[src/hdl/bre_pkg.sv]
// ----------------------------------------------------------------------------
// Bitmap range engine package
// Shared types and codes for the front end, command queue and word engine.
// ----------------------------------------------------------------------------
package bre_pkg;

  // item kinds
  typedef enum logic [1:0] {
    KIND_TEST = 2'd0,
    KIND_FILL = 2'd1,
    KIND_RUN  = 2'd2,
    KIND_BAD  = 2'd3
  } kind_e;

  // result status codes
  typedef enum logic [1:0] {
    ST_OK      = 2'd0,
    ST_FALSE   = 2'd1,
    ST_INVALID = 2'd2,
    ST_BOUNDS  = 2'd3
  } status_e;

  typedef struct packed {
    logic [1:0]  kind;
    logic [11:0] start_index;
    logic [12:0] length;
    logic        value;
    logic [12:0] limit_index;
  } req_t;

  typedef struct packed {
    logic [1:0]  status;
    logic [12:0] run_length;
    logic        run_value;
  } rsp_t;

  // classified command passed from front to back
  typedef struct packed {
    logic        walk;      // needs a walk over the bitmap
    kind_e       kind;
    logic [1:0]  status;    // final status when no walk
    logic [12:0] first;     // first bit index
    logic [12:0] last;      // exclusive end bit index
    logic        value;
  } cmd_t;

  // back-end states
  typedef enum logic [1:0] {
    BK_IDLE,
    BK_READ,
    BK_WORK,
    BK_DONE
  } bk_state_e;

endpackage

[src/hdl/bre_front.sv]
// ----------------------------------------------------------------------------
// Bitmap range engine front end
// Checks an item's parameters and turns it into a command for the back end.
// ----------------------------------------------------------------------------
module bre_front import bre_pkg::*; #(
  parameter int unsigned BitmapBits = 4096
) (
  input  req_t req_i,
  output cmd_t cmd_o
);

  logic [13:0] end_sum;

  // range end, one bit wider than the length field
  assign end_sum = {2'b00, req_i.start_index} + {1'b0, req_i.length};

  always_comb begin
    cmd_o        = '0;
    cmd_o.kind   = kind_e'(req_i.kind);
    cmd_o.value  = req_i.value;
    cmd_o.first  = {1'b0, req_i.start_index};
    cmd_o.status = ST_OK;
    unique case (kind_e'(req_i.kind))
      KIND_TEST, KIND_FILL: begin
        cmd_o.last = end_sum[12:0];
        if (req_i.length == '0) begin
          cmd_o.status = ST_INVALID;
        end else if (32'(end_sum) > BitmapBits) begin
          cmd_o.status = ST_BOUNDS;
        end else begin
          cmd_o.walk = 1'b1;
        end
      end
      KIND_RUN: begin
        cmd_o.last = req_i.limit_index;
        if ({1'b0, req_i.start_index} >= req_i.limit_index) begin
          cmd_o.status = ST_INVALID;
        end else if (32'(req_i.limit_index) > BitmapBits) begin
          cmd_o.status = ST_BOUNDS;
        end else begin
          cmd_o.walk = 1'b1;
        end
      end
      default: begin
        cmd_o.last   = '0;
        cmd_o.status = ST_INVALID;
      end
    endcase
  end

endmodule

[config.mk]
export PLATFORM = sky130hd
export DESIGN_NAME = bre_front
export DESIGN_NICKNAME = d
export VERILOG_FILES = /design/src/hdl/bre_pkg.sv /design/src/hdl/bre_front.sv
export SDC_FILE = /design/constraint.sdc
export NUM_CORES = 1
export LEC_CHECK = 0
export ABC_AREA = 1
export BUFFER_PORTS_ARGS = -buffer_cell sky130_fd_sc_hd__buf_2
export CAP_MARGIN = 30
export CORE_MARGIN = 10
export CORE_UTILIZATION = 50
export DETAILED_ROUTE_END_ITERATION = 10
export PLACE_DENSITY = 0.81
export SETUP_SLACK_MARGIN = 0.4
export SLEW_MARGIN = 20
export SYNTH_ARGS = -nofsm -noshare
export SYNTH_HDL_FRONTEND = slang
export SYNTH_SLANG_ARGS = --single-unit
[constraint.sdc]
create_clock -name vclk -period 1.92
set_clock_uncertainty 0.05 [all_clocks]
set_input_delay 0 -clock vclk [all_inputs]
set_output_delay 0 -clock vclk [all_outputs]
set_load 0.1 [all_outputs]
==> impl_metrics.py <==
metrics = {
    "sta": {
        "fin_crit_sh_pct": 105,
        "min_period_ns": 2.02,
        "setup_ws_ns": -0.0951,
        "setup_tns_ns": -0.272,
        "tightest_slew_ns": 0.979,
        "slew_headroom_pct": 34.5,
        "fmax_mhz": 496,
        "hold_viol_final": 0,
        "finalSetupViolCount": 4,
        "finalMaxSlewViolations": 0,
        "rsz0062_at_grt": "yes",
    },
    "critical_path": {
        "critPathSlowestCell": "ha_4",
        "path_class": "input pin to primary output",
        "cpPeakStageDelay_ns": 0.25,
        "worstPathRequired_ns": 1.87,
        "cpMostUsedCell": "nand2_1",
        "cp_data_arrival_time_ns": 1.97,
        "start_kind": "input pin",
        "crit_path_cell_trace": "buf_2 > ha_4 > buf_4 > nand2_1 > nand2_1 > nand2_1 > nand2_1 > nand2_1 > nand3_1 > nand2_1 > nand2_2 > nor2_1 > nand3_2 > nand2_4 > nand2_4 > nand2_8 > buf_12",
        "end_kind": "primary output",
        "cp_num_buf_inv": 3,
        "crit_family": "simple AND/OR/NAND/NOR gates",
        "worstPathMaxFanout": 3,
    },
    "routing": {
        "detail-route-antenna-nets": 0,
        "vias_per_cell": 5.71,
        "routed-via-count": 2319,
        "drt-initial-drc-count": 209,
        "dr.pass1.iters": 5,
        "drcViolationCount": 0,
        "wire_per_inst_um": 17.8,
        "wl_mm": 7.24,
    },
    "floorplan": {
        "die-area_mm2": 0.00579,
        "core_region_area_mm2": 0.00303,
        "row_count": 20,
        "die_x_um": 76.1,
        "ios": 73,
        "initial_utilization_pct": 52.0,
        "die_h_um": 76.1,
    },
    "logic_synthesis": {
        "synth_cell_type_count": 28,
        "yosys-top-cells-area": "nand2_1 (20%), ha_1 (19%), inv_1 (12%)",
        "postSynthCellCount": 286,
        "synth_area_leader_cell": "nand2_1",
        "synth_top_area_share_pct": 20.0,
        "syn_nets": 352,
        "synthTopCellsByCount": "nand2_1 (84), inv_1 (49), ha_1 (24), nand3_1 (17), nor2_1 (17)",
        "syn_area_per_cell_um2": 5.50,
        "post-synth-top-count-cell": "nand2_1",
        "synth_area_mm2": 0.00157,
        "ys_seq_area_share_pct": 0,
        "ys_warn_count": 0,
    },
    "global_route": {
        "grt.overflow.total": 0,
        "grt_pass1_wl_mm": 10.4,
        "grtUsageTotal_pct": 20.5,
        "grt_antenna_before_repair": 0,
        "grt_pass1_vias": 2204,
        "grt_max_degree": 13,
    },
    "layout": {
        "area_growth_syn_to_layout_pct": 68.5,
        "seq_cells": 0,
        "fin_nets": 430,
        "ff_latch_area_um2": 0,
        "fin_cells": 406,
        "num-clock-buffers": 0,
        "final_layout_size_suffix_gt1_share_pct": 46.4,
        "diodes": 0,
    },
    "power": {
        "power_frac_clock_pct": 0,
        "p_comb_share_pct": 100.0,
        "ir_worst_vdd_mv": 0.325,
        "switchingPower_mw": 0.907,
        "netSwitchingFraction_pct": 66.4,
        "pwr-share-seq_pct": 0,
        "p_leak_nw": 1.38,
        "p_int_mw": 0.458,
        "powerDensity_mw_per_mm2": 515,
    },
    "placement": {
        "dp_hpwl_mm": 5.23,
        "pre_cts_ws_ns": -0.110,
        "port_buffers": 70,
        "dp.cells": 400,
        "place_congestion": 0.919,
    },
    "outcome": {
        "violations": "setup timing",
        "status": "finished with violations",
    },
    "worst_hold_path": {
        "min_path_type": "input pin to primary output",
    },
    "job": {
        "drv_cap": 0,
    },
}
==> placed cells by master (no fill, tap or decap), types with 6 or more instances in the layout <==
cell type and count:
nand3b_1 6, buf_6 6, nand4_1 6, buf_4 21, nand3_2 6, ha_1 14
buf_12 11, inv_1 47, a21oi_1 12, nand2_2 26, nor2_1 14, nand2_1 64
ha_4 10, nand3_1 13, buf_2 53
==> path summary, 6_finish.rpt <==
path / endpoint / startpoint / cells past startpoint
max: cmd_o[31] / req_i[17] / 17
min: cmd_o[29] / req_i[39] / 2
==> layout make-up <==
type                            count  area, um^2
Inverter                           52         195
Multi-Input combinational cell    216        1640
Fill cell                         162         375
Tap cell                           44        55.1
Timing Repair Buffer               94         761
==> power groups by stage <==
stage               Sequential (mW)  Clock (mW)  Combinational (mW)
floorplan                         0           0               0.860
global placement                  0           0                1.17
detailed placement                0           0                1.19
CTS                               0           0                1.25
global route                      0           0                1.43
finish                            0           0                1.37
==> stage by stage <==
| step | instance area, um^2 | utilization [%] | hold slack (ns) | power [mW] |
|---|---|---|---|---|
| after floorplan | 1740 | - | 0.162 | 0.860 |
| after global placement | 2330 | 76.9 | -0.0493 | 1.17 |
| after detailed placement | 2330 | 76.9 | -0.0493 | 1.19 |
| after CTS | 2490 | 82.1 | 0.336 | 1.25 |
| after global routing | 2650 | 87.6 | 0.342 | 1.43 |
| final | 2650 | 87.6 | 0.336 | 1.37 |
==> what timing repair did <==
item / 4_1_cts / 5_1_grt
buffers inserted: 2 / 3
pin swaps: 18 / 14
gates resized for setup: 27 / 33
setup endpoints to repair: 12 / 14
hold buffers: 1 / 0
endpoints found under the hold margin: 1 / 0
==> kinds of logic after synthesis <==
kind of cell,Yosys count,synth area share [%]
other,1,0.238
AND/OR/NAND/NOR,159,47.5
buffers and inverters,70,20.6
adder cells (fa/ha/maj),25,20.3
AO/OA/AOI/OAI,31,11.3
==> layer usage <==
layer | routed length [um] | global-route usage [%] | up-vias
li1 | - | - | 1071
met1 | 2620 | 23.1 | 1035
met4 | 382 | 5.58 | 0
met3 | 702 | 3.77 | 42
met5 | 0 | 0 | -
met2 | 3540 | 37.8 | 171
Note: power is estimated with default switching activity, not from simulation.
