==> src/hdl/bre_pkg.sv <==
// ----------------------------------------------------------------------------
// Bitmap range engine package
// Shared types and codes for the front end, command queue and word engine.
// ----------------------------------------------------------------------------
package bre_pkg;

  // item kinds
  typedef enum logic [1:0] {
    KIND_TEST = 2'd0,
    KIND_FILL = 2'd1,
    KIND_RUN  = 2'd2,
    KIND_BAD  = 2'd3
  } kind_e;

  // result status codes
  typedef enum logic [1:0] {
    ST_OK      = 2'd0,
    ST_FALSE   = 2'd1,
    ST_INVALID = 2'd2,
    ST_BOUNDS  = 2'd3
  } status_e;

  typedef struct packed {
    logic [1:0]  kind;
    logic [11:0] start_index;
    logic [12:0] length;
    logic        value;
    logic [12:0] limit_index;
  } req_t;

  typedef struct packed {
    logic [1:0]  status;
    logic [12:0] run_length;
    logic        run_value;
  } rsp_t;

  // classified command passed from front to back
  typedef struct packed {
    logic        walk;      // needs a walk over the bitmap
    kind_e       kind;
    logic [1:0]  status;    // final status when no walk
    logic [12:0] first;     // first bit index
    logic [12:0] last;      // exclusive end bit index
    logic        value;
  } cmd_t;

  // back-end states
  typedef enum logic [1:0] {
    BK_IDLE,
    BK_READ,
    BK_WORK,
    BK_DONE
  } bk_state_e;

endpackage

==> src/hdl/bre_back.sv <==
// ----------------------------------------------------------------------------
// Bitmap range engine word engine
// Holds the bitmap memory and walks it word by word, one command at a time.
// ----------------------------------------------------------------------------
module bre_back import bre_pkg::*; #(
  parameter int unsigned BitmapBits = 4096,
  parameter int unsigned WordBits   = 64
) (
  input  logic clk_i,
  input  logic rst_ni,
  input  logic cmd_valid_i,
  input  cmd_t cmd_i,
  output logic cmd_pop_o,
  output logic clr_busy_o,
  output logic rsp_valid_o,
  output rsp_t rsp_o
);

  localparam int unsigned NumWords = (BitmapBits + WordBits - 1) / WordBits;
  localparam int unsigned AW = (NumWords > 1) ? $clog2(NumWords) : 1;
  localparam int unsigned BW = (WordBits > 1) ? $clog2(WordBits) : 1;
  localparam int unsigned CW = AW + 1;

  // bitmap memory, cleared by a sweep after reset
  logic [WordBits-1:0] mem [NumWords];
  logic [WordBits-1:0] rdata_q;
  logic                clr_busy_q;
  logic [CW-1:0]       clr_addr_q;

  bk_state_e     state_q, state_d;
  cmd_t          cmd_q;
  logic [12:0]   pos_q, pos_d;      // current bit index
  logic          first_bit_q;       // run value, found on first word
  logic          got_first_q;
  logic          fail_q;
  logic          rsp_valid_q;
  rsp_t          rsp_q, rsp_d;

  // per-word work
  logic [AW-1:0]       word_addr;
  logic [BW-1:0]       bit_lo;
  logic [12:0]         word_end;       // index of the next word boundary
  logic [12:0]         seg_end;
  logic [WordBits-1:0] seg_mask;
  logic [WordBits-1:0] wdata;
  logic                we;
  logic                ref_bit;
  logic [WordBits-1:0] diff;
  logic [WordBits-1:0] diff_hit;
  logic                hit;
  logic [BW-1:0]       hit_pos;
  logic                last_word;

  assign word_addr = AW'(pos_q / WordBits);
  assign bit_lo    = BW'(pos_q % WordBits);
  assign word_end  = 13'((32'(pos_q) / WordBits + 1) * WordBits);
  assign seg_end   = (word_end < cmd_q.last) ? word_end : cmd_q.last;
  assign last_word = word_end >= cmd_q.last;

  // mask of bits [pos, seg_end) within this word
  always_comb begin
    for (int unsigned b = 0; b < WordBits; b++) begin
      seg_mask[b] = (b >= 32'(bit_lo)) &&
                    (32'(pos_q) - 32'(bit_lo) + b < 32'(seg_end));
    end
  end

  // reference bit: fixed value, or the first bit of the run
  assign ref_bit = (cmd_q.kind == KIND_RUN)
                 ? (got_first_q ? first_bit_q : rdata_q[bit_lo])
                 : cmd_q.value;
  assign diff     = rdata_q ^ {WordBits{ref_bit}};
  assign diff_hit = diff & seg_mask;
  assign hit      = |diff_hit;

  // lowest mismatching bit
  always_comb begin
    hit_pos = '0;
    for (int b = WordBits - 1; b >= 0; b--) begin
      if (diff_hit[b]) hit_pos = BW'(b);
    end
  end

  assign wdata = cmd_q.value ? (rdata_q | seg_mask) : (rdata_q & ~seg_mask);
  assign we    = (state_q == BK_WORK) && (cmd_q.kind == KIND_FILL);

  // memory write and registered read
  always_ff @(posedge clk_i) begin
    if (clr_busy_q) begin
      mem[clr_addr_q[AW-1:0]] <= '0;
    end else if (we) begin
      mem[word_addr] <= wdata;
    end
    rdata_q <= mem[AW'(pos_d / WordBits)];
  end

  // clearing sweep
  always_ff @(posedge clk_i or negedge rst_ni) begin
    if (!rst_ni) begin
      clr_busy_q <= 1'b1;
      clr_addr_q <= '0;
    end else if (clr_busy_q) begin
      clr_addr_q <= clr_addr_q + 1'b1;
      if (32'(clr_addr_q) == NumWords - 1) clr_busy_q <= 1'b0;
    end
  end

  // next state
  always_comb begin
    state_d = state_q;
    unique case (state_q)
      BK_IDLE: if (cmd_valid_i && !clr_busy_q) begin
        state_d = cmd_i.walk ? BK_READ : BK_DONE;
      end
      BK_READ: state_d = BK_WORK;
      BK_WORK: if (last_word || (hit && cmd_q.kind != KIND_FILL)) begin
        state_d = BK_DONE;
      end else begin
        state_d = BK_READ;
      end
      BK_DONE: state_d = BK_IDLE;
      default: state_d = BK_IDLE;
    endcase
  end

  // address of the next read; on a mismatch, the mismatching bit
  always_comb begin
    pos_d = pos_q;
    if (state_q == BK_IDLE && cmd_valid_i) begin
      pos_d = cmd_i.first;
    end else if (state_q == BK_WORK) begin
      if (hit && cmd_q.kind != KIND_FILL) begin
        pos_d = pos_q - 13'(bit_lo) + 13'(hit_pos);
      end else begin
        pos_d = word_end;
      end
    end
  end

  // result of the finished command
  always_comb begin
    rsp_d = '0;
    if (!cmd_q.walk) begin
      rsp_d.status = cmd_q.status;
    end else if (cmd_q.kind == KIND_RUN) begin
      rsp_d.status     = ST_OK;
      rsp_d.run_value  = first_bit_q;
      rsp_d.run_length = (fail_q ? pos_q : cmd_q.last) - cmd_q.first;
    end else if (cmd_q.kind == KIND_TEST) begin
      rsp_d.status = fail_q ? ST_FALSE : ST_OK;
    end else begin
      rsp_d.status = ST_OK;
    end
  end

  // outputs
  assign cmd_pop_o   = (state_q == BK_IDLE) && cmd_valid_i && !clr_busy_q;
  assign clr_busy_o  = clr_busy_q;
  assign rsp_valid_o = rsp_valid_q;
  assign rsp_o       = rsp_q;

  // control registers
  always_ff @(posedge clk_i or negedge rst_ni) begin
    if (!rst_ni) begin
      state_q     <= BK_IDLE;
      rsp_valid_q <= 1'b0;
    end else begin
      state_q     <= state_d;
      rsp_valid_q <= state_q == BK_DONE;
    end
  end

  // datapath registers
  always_ff @(posedge clk_i) begin
    if (state_q != BK_READ || state_d != BK_WORK) begin
      pos_q <= pos_d;
    end
    unique case (state_q)
      BK_IDLE: begin
        cmd_q       <= cmd_i;
        got_first_q <= 1'b0;
        fail_q      <= 1'b0;
        first_bit_q <= 1'b0;
      end
      BK_WORK: begin
        if (!got_first_q) begin
          first_bit_q <= rdata_q[bit_lo];
          got_first_q <= 1'b1;
        end
        if (hit && cmd_q.kind != KIND_FILL) begin
          fail_q <= 1'b1;
        end
      end
      default: ;
    endcase
    if (state_q == BK_DONE) begin
      rsp_q <= rsp_d;
    end
  end

endmodule

==> config.mk <==
export PLATFORM = sky130hd
export DESIGN_NAME = bre_back
export DESIGN_NICKNAME = d
export VERILOG_FILES = /design/src/hdl/bre_pkg.sv /design/src/hdl/bre_back.sv
export SDC_FILE = /design/constraint.sdc
export NUM_CORES = 2
export LEC_CHECK = 0
export ABC_CLOCK_PERIOD_IN_PS = 13900
export CAP_MARGIN = 25
export CORE_ASPECT_RATIO = 0.5
export CORE_MARGIN = 4
export CORE_UTILIZATION = 55
export DETAILED_ROUTE_END_ITERATION = 12
export DONT_BUFFER_PORTS = 1
export PLACE_DENSITY_LB_ADDON = 0.08
export SLEW_MARGIN = 20
export SYNTH_ARGS = -nofsm -noshare
export SYNTH_HDL_FRONTEND = slang
export SYNTH_SLANG_ARGS = --single-unit
==> constraint.sdc <==
create_clock -name clk_i -period 13.9 [get_ports clk_i]
set_clock_uncertainty 0.15 [all_clocks]
set_input_delay 3.475 -clock clk_i [delete_from_list [all_inputs] [get_ports clk_i]]
set_output_delay 3.475 -clock clk_i [all_outputs]
set_load 0.01 [all_outputs]
==> flow_metrics.tcl <==
set metrics [dict create \
    wl_mm 580 \
    synth_ff_type "edfxtp_1" \
    syn_area_um2 170000 \
    core-area_um2 305000 \
    cts_tree "yes" \
    viasPerCell 7.11 \
    dp_hpwl_mm 325 \
    synth_nets 10100 \
    fp.dieArea_um2 318000 \
    rows 143 \
    max-cap-violations 0 \
    rrSetupSlack_ps 480 \
    ioPinCount 54 \
    clkTransAtPathRegs_ps 70 \
    hold-path-endpoint "clr_addr_q[6]" \
    cp.required_ps 14550 \
    grt_pass1_vias 95900 \
    critPathCaptureType "flop" \
    reg2reg_from "pos_q[8]" \
    cp_slowest_stage_delay_ps 660 \
    grt_pass1_wl_mm 793 \
    clk_latency_ps 960 \
    drive_above_1_share_pct 17.3 \
    yosysSeqAreaShare_pct 74.6 \
    drt_iter0_drc 17800 \
    avgSynthCellArea_um2 16.9 \
    crit_type "flop to flop" \
    min_path_cells 1 \
    setup_violations 0 \
    period_share_pct 96.5 \
    crit_slowest_cell "edfxtp_1" \
    grt_max_degree 112 \
    num-nets-final 10300 \
    cp.arrival_ps 14070 \
    wire_per_inst_um 39.9 \
    status "completed" \
    worst_hold_slack_ps 360 \
    hold_violations 0 \
    area_delta_synth_final_pct 11.6 \
    synth_top_area_share_pct 73.6 \
    ys_async_sr_fraction_pct 0.260 \
    clkSinkCount 4235 \
    period_minus_slack_ps 13420 \
    instances_no_fill 14600 \
    synthTopCellsByCount "edfxtp_1 (4160), nand2_1 (1235), mux4_2 (648), nor2_1 (479), clkbuf_1 (408)" \
    rr_endpoint "rdata_q[23]" \
    htreeDepth 5 \
    clockBufferDepth 4 \
    synthMostInstantiatedCell "edfxtp_1" \
    grt_overflow_total 0 \
    drcViolationCount 0 \
    ys_warn_count 0 \
    cp_max_fo 25 \
    vias 104000 \
    synth_area_leader_cell "edfxtp_1" \
    final_antenna_net_count 0 \
    ys_ff_latch 4235 \
    worstHoldStart "clr_addr_q[6]" \
    synth-edff-count 4160 \
    cts_root_buffer "clkbuf_16" \
    start_kind "flop" \
    max_slew_margin_pct 20.6 \
    synth_area_leaders "edfxtp_1 (74%), mux4_2 (8.6%), nand2_1 (2.7%), a22oi_1 (1.4%), nor2_1 (1.1%)" \
    gp_congestion 1.00 \
    hp-class "flop to flop" \
    netlist-cell-type-count 107 \
    cpMostUsedCell "ha_1" \
    grt_util_all_layers_pct 36.0 \
    die_height_um 401 \
    finalMaxSlewViolations 0 \
    first_pass_iters 5 \
    die_x_um 793 \
    synth_cells 10100 \
    tightest_slew_ps 1180 \
    start_util_pct 55.5 \
    antenna_found_initial 43 \
    cts_buffers 363 \
    io_buffers 0 \
    ctsHoldBuffers 0 \
    max_freq_mhz 74.5 \
    placedCellCount 13900 \
    reg2regPathDepth 45 \
]
[critical path, delay by kind of cell, from the launching register on]
kind,cells,cell delay (ps)
fa+ha+maj,5,1590
buf+inv,5,1410
simple gates,11,2890
compound gates,23,5960
xor+xnor,1,450
flops,1,660
[cells by family (layout without fill, tap and decap cells)]
| group | Yosys count | in the layout | synth area share [%] |
|---|---|---|---|
| other | 0 | 12 | 0 |
| XOR/XNOR | 52 | 52 | 0.268 |
| buffers and inverters | 882 | 1304 | 2.18 |
| multiplexers | 735 | 735 | 9.13 |
| flip-flops | 4235 | 4235 | 74.6 |
| AND/OR/NAND/NOR | 2384 | 2385 | 6.11 |
| adder cells (fa/ha/maj) | 52 | 52 | 0.388 |
| AO/OA/AOI/OAI | 1719 | 1720 | 7.37 |
[what timing repair did]
| action | 4_1_cts | 5_1_grt |
|---|---|---|
| gates resized for setup | 0 | 7 |
| hold endpoints to repair | 0 | 0 |
| buffers inserted | 0 | 13 |
| setup endpoints to repair | 0 | 64 |
[metal layers]
| layer | GRT usage, % | wire [um] | up-vias |
|---|---|---|---|
| met5 | 0 | 258 | - |
| met4 | 11.5 | 22700 | 24 |
| met3 | 10.4 | 86100 | 1188 |
| met2 | 50.2 | 245000 | 7591 |
| met1 | 55.0 | 226000 | 54100 |
| li1 | - | - | 40600 |
[cells in the final DEF (no fill, tap or decap), types with 134 or more instances in the layout]
| cell | n |
|---|---|
| a31oi_1 | 141 |
| nand2_1 | 1235 |
| a311oi_1 | 134 |
| inv_1 | 215 |
| nand3_1 | 332 |
| clkbuf_16 | 369 |
| o21ai_0 | 262 |
| buf_4 | 310 |
| a22oi_1 | 327 |
| mux4_2 | 648 |
| nor2_1 | 373 |
| edfxtp_1 | 4160 |
| a211oi_1 | 156 |
[layout make-up]
cell class,count,area (um^2)
fill,21900,116000
timing repair buffer,419,4530
tap,4060,5080
sequential,4235,126000
antenna,12,30.0
multi-input combinational,4944,40700
clock buffer,465,9810
clock inverter,198,1920
inverter,222,856
[registers in the layout (all words and copies together), names as in the netlist]
name and count:
state_q 2, rdata_q 64, cmd_q 32, fail_q 1
pos_q 13, clr_addr_q 7, first_bit_q 1, mem 4096
clr_busy_o 1, rsp_o 16, rsp_valid_o 1, got_first_q 1
[how the worst max path moves through the flow]
stage             start          end
2_1_floorplan  pos_q[6]  rdata_q[10]
3_3_place_gp   pos_q[8]  rdata_q[46]
3_5_place_dp   pos_q[6]  rdata_q[46]
4_1_cts        pos_q[6]  rdata_q[46]
5_1_grt        pos_q[8]  rdata_q[46]
6_report       pos_q[8]  rdata_q[23]
[per-stage QoR]
| stage | cell area [um^2] | utilization (%) | setup slack [ps] | TNS (ps) |
|---|---|---|---|---|
| global placement | 177000 | 57.8 | 598 | 0 |
| global route | 189000 | 62.0 | -1.49 | -1.49 |
| finish | 189000 | 62.0 | 482 | 0 |
| floorplan | 170000 | - | 4270 | 0 |
| detailed placement | 177000 | 58.1 | 265 | 0 |
| CTS | 189000 | 61.9 | 218 | 0 |
Power is left out: the tool's default activity adds up to more than one toggle a clock period on the data nets, which glitch-free logic cannot reach.
