--- config.mk ---
export PLATFORM = sky130hd
export DESIGN_NAME = bre_queue
export DESIGN_NICKNAME = d
export VERILOG_FILES = /design/src/hdl/bre_pkg.sv /design/src/hdl/bre_queue.sv
export SDC_FILE = /design/constraint.sdc
export NUM_CORES = 1
export LEC_CHECK = 0
export BUFFER_PORTS_ARGS = -buffer_cell sky130_fd_sc_hd__clkbuf_2
export CORE_MARGIN = 2
export CORE_UTILIZATION = 52
export CTS_CLUSTER_DIAMETER = 120
export DETAILED_ROUTE_END_ITERATION = 6
export HOLD_SLACK_MARGIN = 0.08
export PLACE_DENSITY_LB_ADDON = 0.08
export SETUP_SLACK_MARGIN = 0.3
export SYNTH_ARGS = -nofsm -noshare
export SYNTH_HDL_FRONTEND = slang
export SYNTH_SLANG_ARGS = --single-unit
--- constraint.sdc ---
create_clock -name clk_i -period 2.95 [get_ports clk_i]
set_input_delay 0.295 -clock clk_i [delete_from_list [all_inputs] [get_ports clk_i]]
set_output_delay 0.295 -clock clk_i [all_outputs]
set_load 0.02 [all_outputs]
--- src/hdl/bre_pkg.sv ---
// ----------------------------------------------------------------------------
// Bitmap range engine package
// Shared types and codes for the front end, command queue and word engine.
// ----------------------------------------------------------------------------
package bre_pkg;

  // item kinds
  typedef enum logic [1:0] {
    KIND_TEST = 2'd0,
    KIND_FILL = 2'd1,
    KIND_RUN  = 2'd2,
    KIND_BAD  = 2'd3
  } kind_e;

  // result status codes
  typedef enum logic [1:0] {
    ST_OK      = 2'd0,
    ST_FALSE   = 2'd1,
    ST_INVALID = 2'd2,
    ST_BOUNDS  = 2'd3
  } status_e;

  typedef struct packed {
    logic [1:0]  kind;
    logic [11:0] start_index;
    logic [12:0] length;
    logic        value;
    logic [12:0] limit_index;
  } req_t;

  typedef struct packed {
    logic [1:0]  status;
    logic [12:0] run_length;
    logic        run_value;
  } rsp_t;

  // classified command passed from front to back
  typedef struct packed {
    logic        walk;      // needs a walk over the bitmap
    kind_e       kind;
    logic [1:0]  status;    // final status when no walk
    logic [12:0] first;     // first bit index
    logic [12:0] last;      // exclusive end bit index
    logic        value;
  } cmd_t;

  // back-end states
  typedef enum logic [1:0] {
    BK_IDLE,
    BK_READ,
    BK_WORK,
    BK_DONE
  } bk_state_e;

endpackage

--- src/hdl/bre_queue.sv ---
// ----------------------------------------------------------------------------
// Bitmap range engine command queue
// Two-entry queue between the front end and the word engine.
// ----------------------------------------------------------------------------
module bre_queue import bre_pkg::*; (
  input  logic clk_i,
  input  logic rst_ni,
  input  logic push_i,
  input  cmd_t push_cmd_i,
  output logic full_o,
  input  logic pop_i,
  output logic empty_o,
  output cmd_t pop_cmd_o
);

  cmd_t       mem_q [2];
  logic       wr_q, rd_q;
  logic [1:0] cnt_q;

  assign full_o    = cnt_q == 2'd2;
  assign empty_o   = cnt_q == 2'd0;
  assign pop_cmd_o = mem_q[rd_q];

  // storage
  always_ff @(posedge clk_i) begin
    if (push_i) begin
      mem_q[wr_q] <= push_cmd_i;
    end
  end

  // pointers and fill count
  always_ff @(posedge clk_i or negedge rst_ni) begin
    if (!rst_ni) begin
      wr_q  <= 1'b0;
      rd_q  <= 1'b0;
      cnt_q <= '0;
    end else begin
      if (push_i) wr_q <= ~wr_q;
      if (pop_i)  rd_q <= ~rd_q;
      cnt_q <= cnt_q + 2'(push_i) - 2'(pop_i);
    end
  end

endmodule

==> run_results.csv, run 1 <==
group,metric,value,unit
power,pwr-share-seq,0.455,
worst_setup_path,path_depth,3,
worst_setup_path,crit_chain,"buf_4 > mux2_2 > clkbuf_2",
detailed_routing,dr.pass1.iters,6,
power,p_per_area,960.0,nW/um^2
logic_synthesis,synth_area_leaders,"edfxtp_1 72%, mux2_4 16%, dfrtp_1 3.8%",
logic_synthesis,netlist_instances,115,
sta,relSlewSlack,0.3868,
logic_synthesis,synth.distinct_cells,13,
sta,max_freq,452.8,MHz
cells_and_area,nets,233,
clocking,cts_setup_buffers,0,
global_routing,busiest_layer,"met2",
floorplanning,rows,26,
global_routing,grt_max_degree,33,
placed_design,dp_hpwl,2737,um
power,power.share.switching,0.3191,
cells_and_area,final_util,0.6439,
worst_setup_path,worstSetupEndpoint,"pop_cmd_o[31]",
job,cap_violations,0,
floorplanning,die_w,75.51,um
logic_synthesis,synth_seq_area_share,0.7605,
power,p_total,0.003097,W
placed_design,portBuffers,69,
detailed_routing,drtIter0Drc,40,
logic_synthesis,yosysTopAreaCell,"edfxtp_1",
sta,min_period,2.208,ns
sta,fin_skew,0.003548,ns
floorplanning,pin_count,70,
worst_setup_path,reg2reg_depth,2,
logic_synthesis,yosysWarnings,0,
floorplanning,die_y,75.51,um
hold_path,worstHoldPathType,"input port to flip-flop",
global_routing,grt_pass1_wl,5713,um
detailed_routing,vias,1275,
clocking,clock-sinks,68,
cells_and_area,layout_commonest_cell,"clkbuf_2",
power,vdd_drop_max,610.2,uV
detailed_routing,postRouteAntennaNets,0,
floorplanning,dieArea,5701,sq um
global_routing,grt_use_met1,0.1648,
logic_synthesis,synth_top_cell_area_share,0.7228,
logic_synthesis,avgSynthCellArea,23.12,sq um
worst_setup_path,r2r_end,"mem_q[1][14]$_DFFE_PP_",
worst_setup_path,startpoint,"rd_q$_DFFE_PN0P_",
power,comb_power_share,0.353,
worst_setup_path,cp_num_buf_inv,2,
cells_and_area,regArea,2023,sq um
clocking,clock_latency,0.32,ns
clocking,clock_path_buffers,2,
worst_setup_path,worst_ep_required_time,2.65,ns
power,leakagePower,1.347,nW
clocking,cts_tree,"built",
placed_design,dp.cells,253,
logic_synthesis,ys_ff_latch,68,
floorplanning,initial_core_util,0.5307,
cells_and_area,multi_input_area,565.5,sq um
power,p_sw,0.0009882,W
sta,finalSetupViolCount,0,
sta,hold_viol_final,0,
clocking,cts_buffers,9,
sta,hold_ws,0.1585,ns
worst_setup_path,path_max_fanout,17,
worst_setup_path,start_kind,"flip-flop",
global_routing,track_usage,0.1464,
worst_setup_path,rrSetupSlack,1.29,ns
worst_setup_path,max_stage_delay,0.69,ns
clocking,htree_levels,3,
power,internal-power,0.002108,W
cells_and_area,final_cell_mix,"69 x clkbuf_2, 64 x edfxtp_1, 29 x mux2_4, 9 x clkbuf_8",
cells_and_area,drive_above_1_share,0.5800,
detailed_routing,viasPerCell,4.722,
sta,tightest_slew,0.9178,ns
worst_setup_path,critPathTopFamily,"flip-flops",
logic_synthesis,syn_nets,153,
cells_and_area,syn_to_final_growth,21.32,%
power,p_clk_frac,0.192,
worst_setup_path,cp.arrival,1.91,ns
logic_synthesis,syn_area,2659,sq um
worst_setup_path,crit_slowest_cell,"dfrtp_2",
status,status,"completed",
sta,rsz0062_at_grt,"no",
global_routing,grt_pass1_vias,1266,
worst_setup_path,end_kind,"output port",
cells_and_area,fin_cells,270,
clocking,clk_pin_slew,0.06,ns
detailed_routing,wl,4021,um
sta,drv_slew,0,
worst_setup_path,critical_path_class,"flip-flop to output port",
worst_setup_path,rr_startpoint,"wr_q$_DFFE_PN0P_",
global_routing,overflow,0,
clocking,cts_resized,0,
floorplanning,coreArea,5010,sq um
global_routing,gr-usage-met3,0.06349,
clocking,ctsRootBufferMaster,"clkbuf_8",
detailed_routing,routedWlPerCell,14.89,um
detailed_routing,drc,0,
cells_and_area,insertedDiodeCount,0,
sta,finalCritPeriodShare,0.7486,
sta,tns,0,ns
global_routing,grt_antenna_before_repair,0,
placed_design,gp_congestion,0.6090,
cells_and_area,fillers,376,
global_routing,grtUsageMet2,0.2406,
## cell families (layout without fill, tap and decap cells)
family        after synthesis  in the layout  synth area share
mux                        32             32            0.1765
buf+inv                     6             91           0.02965
fa+ha+maj                   2              2          0.009410
flops                      68             68            0.7605
xor+xnor                    3              3           0.01553
simple gates                4              4          0.008470
## sequential cells by signal (all words and copies together), names as in the netlist
| signal | flops |
|---|---|
| mem_q | 64 |
| cnt_q | 2 |
| rd_q | 1 |
| wr_q | 1 |
## power by group through the flow
stage / logic [W] / registers [W] / clock network (W)
global route: 0.00117 / 0.00143 / 0.000650
global placement: 0.00109 / 0.00141 / 0
finish: 0.00109 / 0.00141 / 0.000594
floorplan: 0.000943 / 0.00136 / 0
CTS: 0.00111 / 0.00141 / 0.000612
detailed placement: 0.00110 / 0.00143 / 0
## final cells by class
class | count | area share
well taps | 70 | 0.02715
clock inverters | 4 | 0.005043
multi-input cells | 41 | 0.1753
inverters | 2 | 0.002327
flip-flops and latches | 68 | 0.6272
clock buffers | 12 | 0.04189
repair buffers | 73 | 0.1210
## worst reg2reg max path, cell delays in order, from the launching register on
cell and delay [ns]:
dfrtp_1 0.41, and2_1 0.69, buf_12 0.26
## synth_stat cells
cell / n
and2_1: 1
buf_12: 3
buf_6: 1
dfrtp_1: 4
edfxtp_1: 64
ha_1: 2
inv_1: 2
mux2_2: 3
mux2_4: 29
nor2_1: 1
nor2b_1: 2
xor2_1: 2
xor3_1: 1
## metrics by stage
| step | worst slack (ns) | area [sq um] |
|---|---|---|
| global placement | 1.113 | 3064 |
| floorplan | 0.6834 | 2659 |
| CTS | 0.7070 | 3226 |
| finish | 0.7416 | 3226 |
| global route | 0.6558 | 3226 |
| detailed placement | 1.076 | 3064 |
## layer usage
metal | wire, um | vias up
met2 | 2094 | 47
met1 | 1619 | 616
li1 | - | 608
met4 | 40 | 0
met3 | 267 | 4
met5 | 0 | -
## how the worst min path moves through the flow
stage,start,endpoint,slack [ns],depth (start not counted)
5_1_grt,push_cmd_i[11],mem_q[0][11]$_DFFE_PP_,0.14,1
2_1_floorplan,rst_ni,cnt_q[0]$_DFF_PN0_,-0.0006,0
6_report,push_cmd_i[13],mem_q[1][13]$_DFFE_PP_,0.16,1
3_5_place_dp,rst_ni,cnt_q[0]$_DFF_PN0_,0.11,1
4_1_cts,push_cmd_i[17],mem_q[0][17]$_DFFE_PP_,0.14,1
3_3_place_gp,rst_ni,cnt_q[1]$_DFF_PN0_,0.11,1
## timing repair
| item | in CTS | in global routing |
|---|---|---|
| hold endpoints to repair | 4 | 0 |
| hold buffers | 1 | 0 |
| endpoints found under the setup margin | 0 | 0 |
No activity file was read; power rests on OpenSTA's default activity.
==> run 2: changes to the inputs <==
- clock period: 2.95 -> 2.3 ns (I/O delays scaled with it)
==> run_results.csv, run 2 (synthesis gave the netlist of run 1 again) <==
group,metric,value,unit
status,status,"completed",
worst_setup_path,rr_startpoint,"wr_q$_DFFE_PN0P_",
sta,finalCritPeriodShare,0.7563,
sta,hold_viol_final,0,
sta,tns,0,ns
sta,relSlewSlack,0.7033,
cells_and_area,syn_to_final_growth,32.94,%
worst_setup_path,r2r_end,"mem_q[1][3]$_DFFE_PP_",
sta,finalSetupViolCount,0,
cells_and_area,insertedDiodeCount,0,
clocking,ctsRootBufferMaster,"clkbuf_8",
cells_and_area,final_cell_mix,"69 x clkbuf_2, 64 x edfxtp_1, 30 x dlygate4sd3_1, 29 x mux2_4, 10 x clkbuf_8",
cells_and_area,fin_cells,300,
worst_setup_path,startpoint,"rd_q$_DFFE_PN0P_",
placed_design,dp.cells,254,
global_routing,grt_use_met1,0.1730,
worst_setup_path,start_kind,"flip-flop",
job,cap_violations,0,
global_routing,grt_pass1_wl,6348,um
power,p_per_area,1151,nW/um^2
sta,drv_slew,0,
placed_design,portBuffers,69,
worst_setup_path,reg2reg_depth,2,
detailed_routing,routedWlPerCell,14.44,um
detailed_routing,postRouteAntennaNets,0,
clocking,cts_setup_buffers,0,
global_routing,grt_max_degree,26,
floorplanning,coreArea,5010,sq um
cells_and_area,largest-register,"mem_q",
floorplanning,initial_core_util,0.5307,
hold_path,worstHoldPathType,"input port to flip-flop",
power,vdd_drop_max,733.5,uV
clocking,clock_latency,0.34,ns
global_routing,grtUsageMet2,0.2821,
worst_setup_path,path_max_fanout,17,
clocking,clk_pin_slew,0.07,ns
worst_setup_path,worstSetupEndpoint,"pop_cmd_o[1]",
floorplanning,die_y,75.51,um
sta,min_period,1.740,ns
detailed_routing,viasPerCell,4.713,
power,leakagePower,1.481,nW
sta,tightest_slew,0.4451,ns
worst_setup_path,rrSetupSlack,0.90,ns
global_routing,gr-usage-met3,0.04894,
sta,fin_skew,0.008386,ns
detailed_routing,drtIter0Drc,78,
global_routing,busiest_layer,"met2",
global_routing,grt_pass1_vias,1440,
global_routing,grt_antenna_before_repair,0,
global_routing,track_usage,0.1644,
sta,rsz0062_at_grt,"no",
floorplanning,pin_count,70,
clocking,clock-sinks,68,
floorplanning,dieArea,5701,sq um
cells_and_area,reg_top3,"mem_q: 64 flops, cnt_q: 2 flops",
global_routing,overflow,0,
detailed_routing,drc,0,
worst_setup_path,critical_path_class,"flip-flop to output port",
clocking,clock_path_buffers,2,
worst_setup_path,cp.arrival,1.51,ns
detailed_routing,wl,4331,um
detailed_routing,vias,1414,
clocking,cts_tree,"built",
floorplanning,rows,26,
placed_design,gp_congestion,0.6042,
cells_and_area,fillers,357,
cells_and_area,drive_above_1_share,0.5174,
sta,max_freq,574.9,MHz
placed_design,dp_hpwl,2843,um
cells_and_area,largest_reg_flops,64,
clocking,htree_levels,3,
clocking,cts_buffers,9,
worst_setup_path,end_kind,"output port",
cells_and_area,layout_commonest_cell,"clkbuf_2",
worst_setup_path,worst_ep_required_time,2.07,ns
detailed_routing,dr.pass1.iters,4,
floorplanning,die_w,75.51,um
cells_and_area,nets,263,
run 2: changes by cell type in the layout (fill, tap and decap cells not counted), sizes merged:
cell,delta
dlygate4sd3,+29
clkinv,-1
clkbuf,+1
buf,+1
run 2: worst min-delay path by stage:
stage,end,slack (ns),cells after the start,start
2_1_floorplan,cnt_q[0]$_DFF_PN0_,-0.07,0,rst_ni
3_3_place_gp,cnt_q[0]$_DFF_PN0_,0.05,1,rst_ni
3_5_place_dp,wr_q$_DFFE_PN0P_,0.05,1,rst_ni
4_1_cts,mem_q[0][10]$_DFFE_PP_,0.08,1,push_cmd_i[10]
5_1_grt,mem_q[0][10]$_DFFE_PP_,0.08,1,push_cmd_i[10]
6_report,mem_q[0][10]$_DFFE_PP_,0.1,1,push_cmd_i[10]
run 2: report_power, final:
group	internal [W]	leakage [nW]	total [W]	switching, W
logic	0.000711	0.750	0.00152	0.000811
registers	0.00165	0.646	0.00173	0.0000818
clock network	0.000414	0.0848	0.000814	0.000400
total	0.00278	1.48	0.00407	0.00129
run 2: repair_timing:
action | in CTS | in global routing
resized for setup | 0 | 0
endpoints found under the hold margin | 58 | 2
hold buffers | 29 | 1
run 2: area by class of cell:
type                    count  area (sq um)  area share
clock inverters             3         13.76    0.003894
inverters                   2         7.507    0.002124
flip-flops and latches     68          2023      0.5724
repair buffers            103         688.2      0.1947
clock buffers              13         148.9     0.04212
well taps                  70         87.58     0.02478
multi-input cells          41         565.5      0.1600
run 2: per-stage QoR:
stage	area, sq um	utilization	worst slack (ns)	total power, W	hold WS [ns]
6_report	3535	0.7055	0.5604	0.004069	0.09508
4_1_cts	3525	0.7035	0.5241	0.004129	0.08068
2_1_floorplan	2661	-	0.6373	0.002947	-0.06559
3_5_place_dp	3072	0.6131	0.8719	0.003272	0.04714
3_3_place_gp	3072	0.6131	0.9215	0.003221	0.04530
5_1_grt	3535	0.7055	0.4948	0.004274	0.08080
run 2: routing by layer:
layer / up-vias / routed length, um
li1: 666 / -
met5: - / 0
met3: 11 / 211
met2: 45 / 2323
met1: 692 / 1681
met4: 0 / 114
run 2: critical path: stages (launching register included):
cell and delay (ns):
dfrtp_2 0.35, buf_4 0.30, mux2_2 0.37, clkbuf_2 0.15
==> run 3: changes to the inputs <==
- CORE_UTILIZATION: 52 -> 47
- clock period: 2.3 -> 1.6 ns (I/O delays scaled with it)
==> run_results.csv, run 3 (synthesis gave the netlist of run 1 again) <==
group,metric,value,unit
floorplanning,initial_core_util,0.4858,
global_routing,grt_max_degree,20,
worst_setup_path,max_stage_delay,0.46,ns
clocking,clock_latency,0.34,ns
detailed_routing,postRouteAntennaNets,0,
floorplanning,coreArea,5473,sq um
worst_setup_path,cp_num_buf_inv,2,
placed_design,dp_hpwl,2784,um
clocking,clock_path_buffers,2,
worst_setup_path,end_kind,"output port",
cells_and_area,final_cell_mix,"64 x edfxtp_1, 50 x clkbuf_2, 35 x dlygate4sd3_1, 29 x mux2_4, 13 x buf_8",
cells_and_area,drive_above_1_share,0.5252,
worst_setup_path,crit_chain,"buf_12 > mux2_4 > buf_8",
detailed_routing,drc,0,
cells_and_area,syn_to_final_growth,43.62,%
sta,finalSetupViolCount,18,
clocking,clk_pin_slew,0.07,ns
clocking,cts_tree,"built",
detailed_routing,drtIter0Drc,53,
clocking,clock-sinks,68,
worst_setup_path,path_max_fanout,14,
detailed_routing,routedWlPerCell,14.95,um
detailed_routing,met1_length,1754,um
floorplanning,die_y,79.22,um
sta,drv_slew,0,
clocking,cts_buffers,9,
global_routing,grt_pass1_wl,7017,um
placed_design,portBuffers,69,
global_routing,grt_antenna_before_repair,0,
clocking,htree_levels,3,
global_routing,overflow,0,
power,p_total,0.006526,W
status,status,"finished with violations",
floorplanning,rows,27,
detailed_routing,dr.pass1.iters,4,
floorplanning,dieArea,6275,sq um
cells_and_area,design_area,3819,sq um
detailed_routing,wl_met2,2518,um
cells_and_area,fillers,393,
sta,tightest_slew,0.2548,ns
power,leakagePower,1.585,nW
detailed_routing,viasPerCell,4.713,
power,p_per_area,1709,nW/um^2
sta,hold_ws,0.1593,ns
worst_setup_path,cp.arrival,1.46,ns
power,vdd_drop_max,1027,uV
sta,finalCritPeriodShare,1.013,
cells_and_area,nets,271,
cells_and_area,largest_reg_flops,64,
sta,hold_viol_final,0,
status,failed_checks,"negative setup slack",
placed_design,gp_congestion,0.6020,
floorplanning,pin_count,70,
sta,min_period,1.621,ns
sta,fin_skew,0.004104,ns
worst_setup_path,critPathTopFamily,"flip-flops",
worst_setup_path,crit_slowest_cell,"dfrtp_2",
clocking,ctsRootBufferMaster,"clkbuf_8",
cells_and_area,final_util,0.6978,
floorplanning,die_w,79.22,um
detailed_routing,top_layer,"met4",
cells_and_area,layout_commonest_cell,"edfxtp_1",
sta,rsz0062_at_grt,"yes",
global_routing,track_usage,0.1581,
detailed_routing,vias,1461,
hold_path,worstHoldPathType,"input port to async pin",
sta,fin_ws,-0.02099,ns
sta,max_freq,616.9,MHz
worst_setup_path,worst_ep_required_time,1.44,ns
cells_and_area,largest-register,"mem_q",
sta,relSlewSlack,0.8301,
worst_setup_path,start_kind,"flip-flop",
placed_design,placed_cell_area,3103,sq um
global_routing,grt_pass1_vias,1506,
job,cap_violations,0,
cells_and_area,insertedDiodeCount,0,
worst_setup_path,critical_path_class,"flip-flop to output port",
detailed_routing,routed-wl-met3,276,um
detailed_routing,wl,4636,um
cells_and_area,reg_top3,"mem_q: 64 flops, cnt_q: 2 flops",
## run 3: cell types whose count changed in the layout (fill, tap and decap cells not counted), moves of 2 or more
cell	previous run	this run
buf_2	0	2
clkbuf_1	3	1
buf_8	0	13
clkbuf_2	69	50
buf_6	0	4
dlygate4sd3_1	30	35
## run 3: where the power goes
group | switching, W | leakage [nW] | internal (W)
clock | 0.000596 | 0.0911 | 0.000703
sequential | 0.000145 | 0.646 | 0.00237
combinational | 0.00125 | 0.848 | 0.00146
## run 3: path summary, 6_finish.rpt
kind	cells past startpoint	endpoint	slack [ns]	start
max reg2reg	5	cnt_q[1]$_DFF_PN0_	0.38	cnt_q[0]$_DFF_PN0_
max	3	pop_cmd_o[27]	-0.02	rd_q$_DFFE_PN0P_
min	2	cnt_q[1]$_DFF_PN0_	0.16	rst_ni
max in group asynchronous	2	rd_q$_DFFE_PN0P_	1.30	rst_ni
min in group clk_i	3	cnt_q[1]$_DFF_PN0_	0.32	pop_i
min reg2reg	1	wr_q$_DFFE_PN0P_	0.54	wr_q$_DFFE_PN0P_
## run 3: per-layer routing
metal / GRT usage / up-vias
met5: 0 / -
met4: 0.08793 / 0
met3: 0.05114 / 7
met2: 0.2712 / 46
met1: 0.1729 / 725
li1: - / 683
## run 3: cell type report
class | instances | area (sq um) | share of cell area
Multi-Input combinational cell | 41 | 569.3 | 0.1491
Inverter | 2 | 7.507 | 0.001966
Tap cell | 72 | 90.09 | 0.02359
Clock buffer | 10 | 127.6 | 0.03342
Clock inverter | 6 | 55.05 | 0.01442
Timing Repair Buffer | 111 | 945.9 | 0.2477
Sequential cell | 68 | 2023 | 0.5298
## run 3: repair_timing
action | CTS | global route
hold buffers | 35 | 0
gates resized for setup | 26 | 28
gates cloned | 0 | 1
hold endpoints to repair | 70 | 0
endpoints found under the setup margin | 32 | 33
pin swaps | 0 | 0
buffers inserted | 0 | 0
## run 3: through the flow
stage          setup slack [ns]  std cells  setup TNS [ns]
6_report               -0.02099        310         -0.1360
5_1_grt                -0.06894        310          -1.502
4_1_cts                -0.04266        309         -0.1503
3_5_place_dp             0.3290        258               0
3_3_place_gp             0.3586        258               0
2_1_floorplan            0.2784        115               0
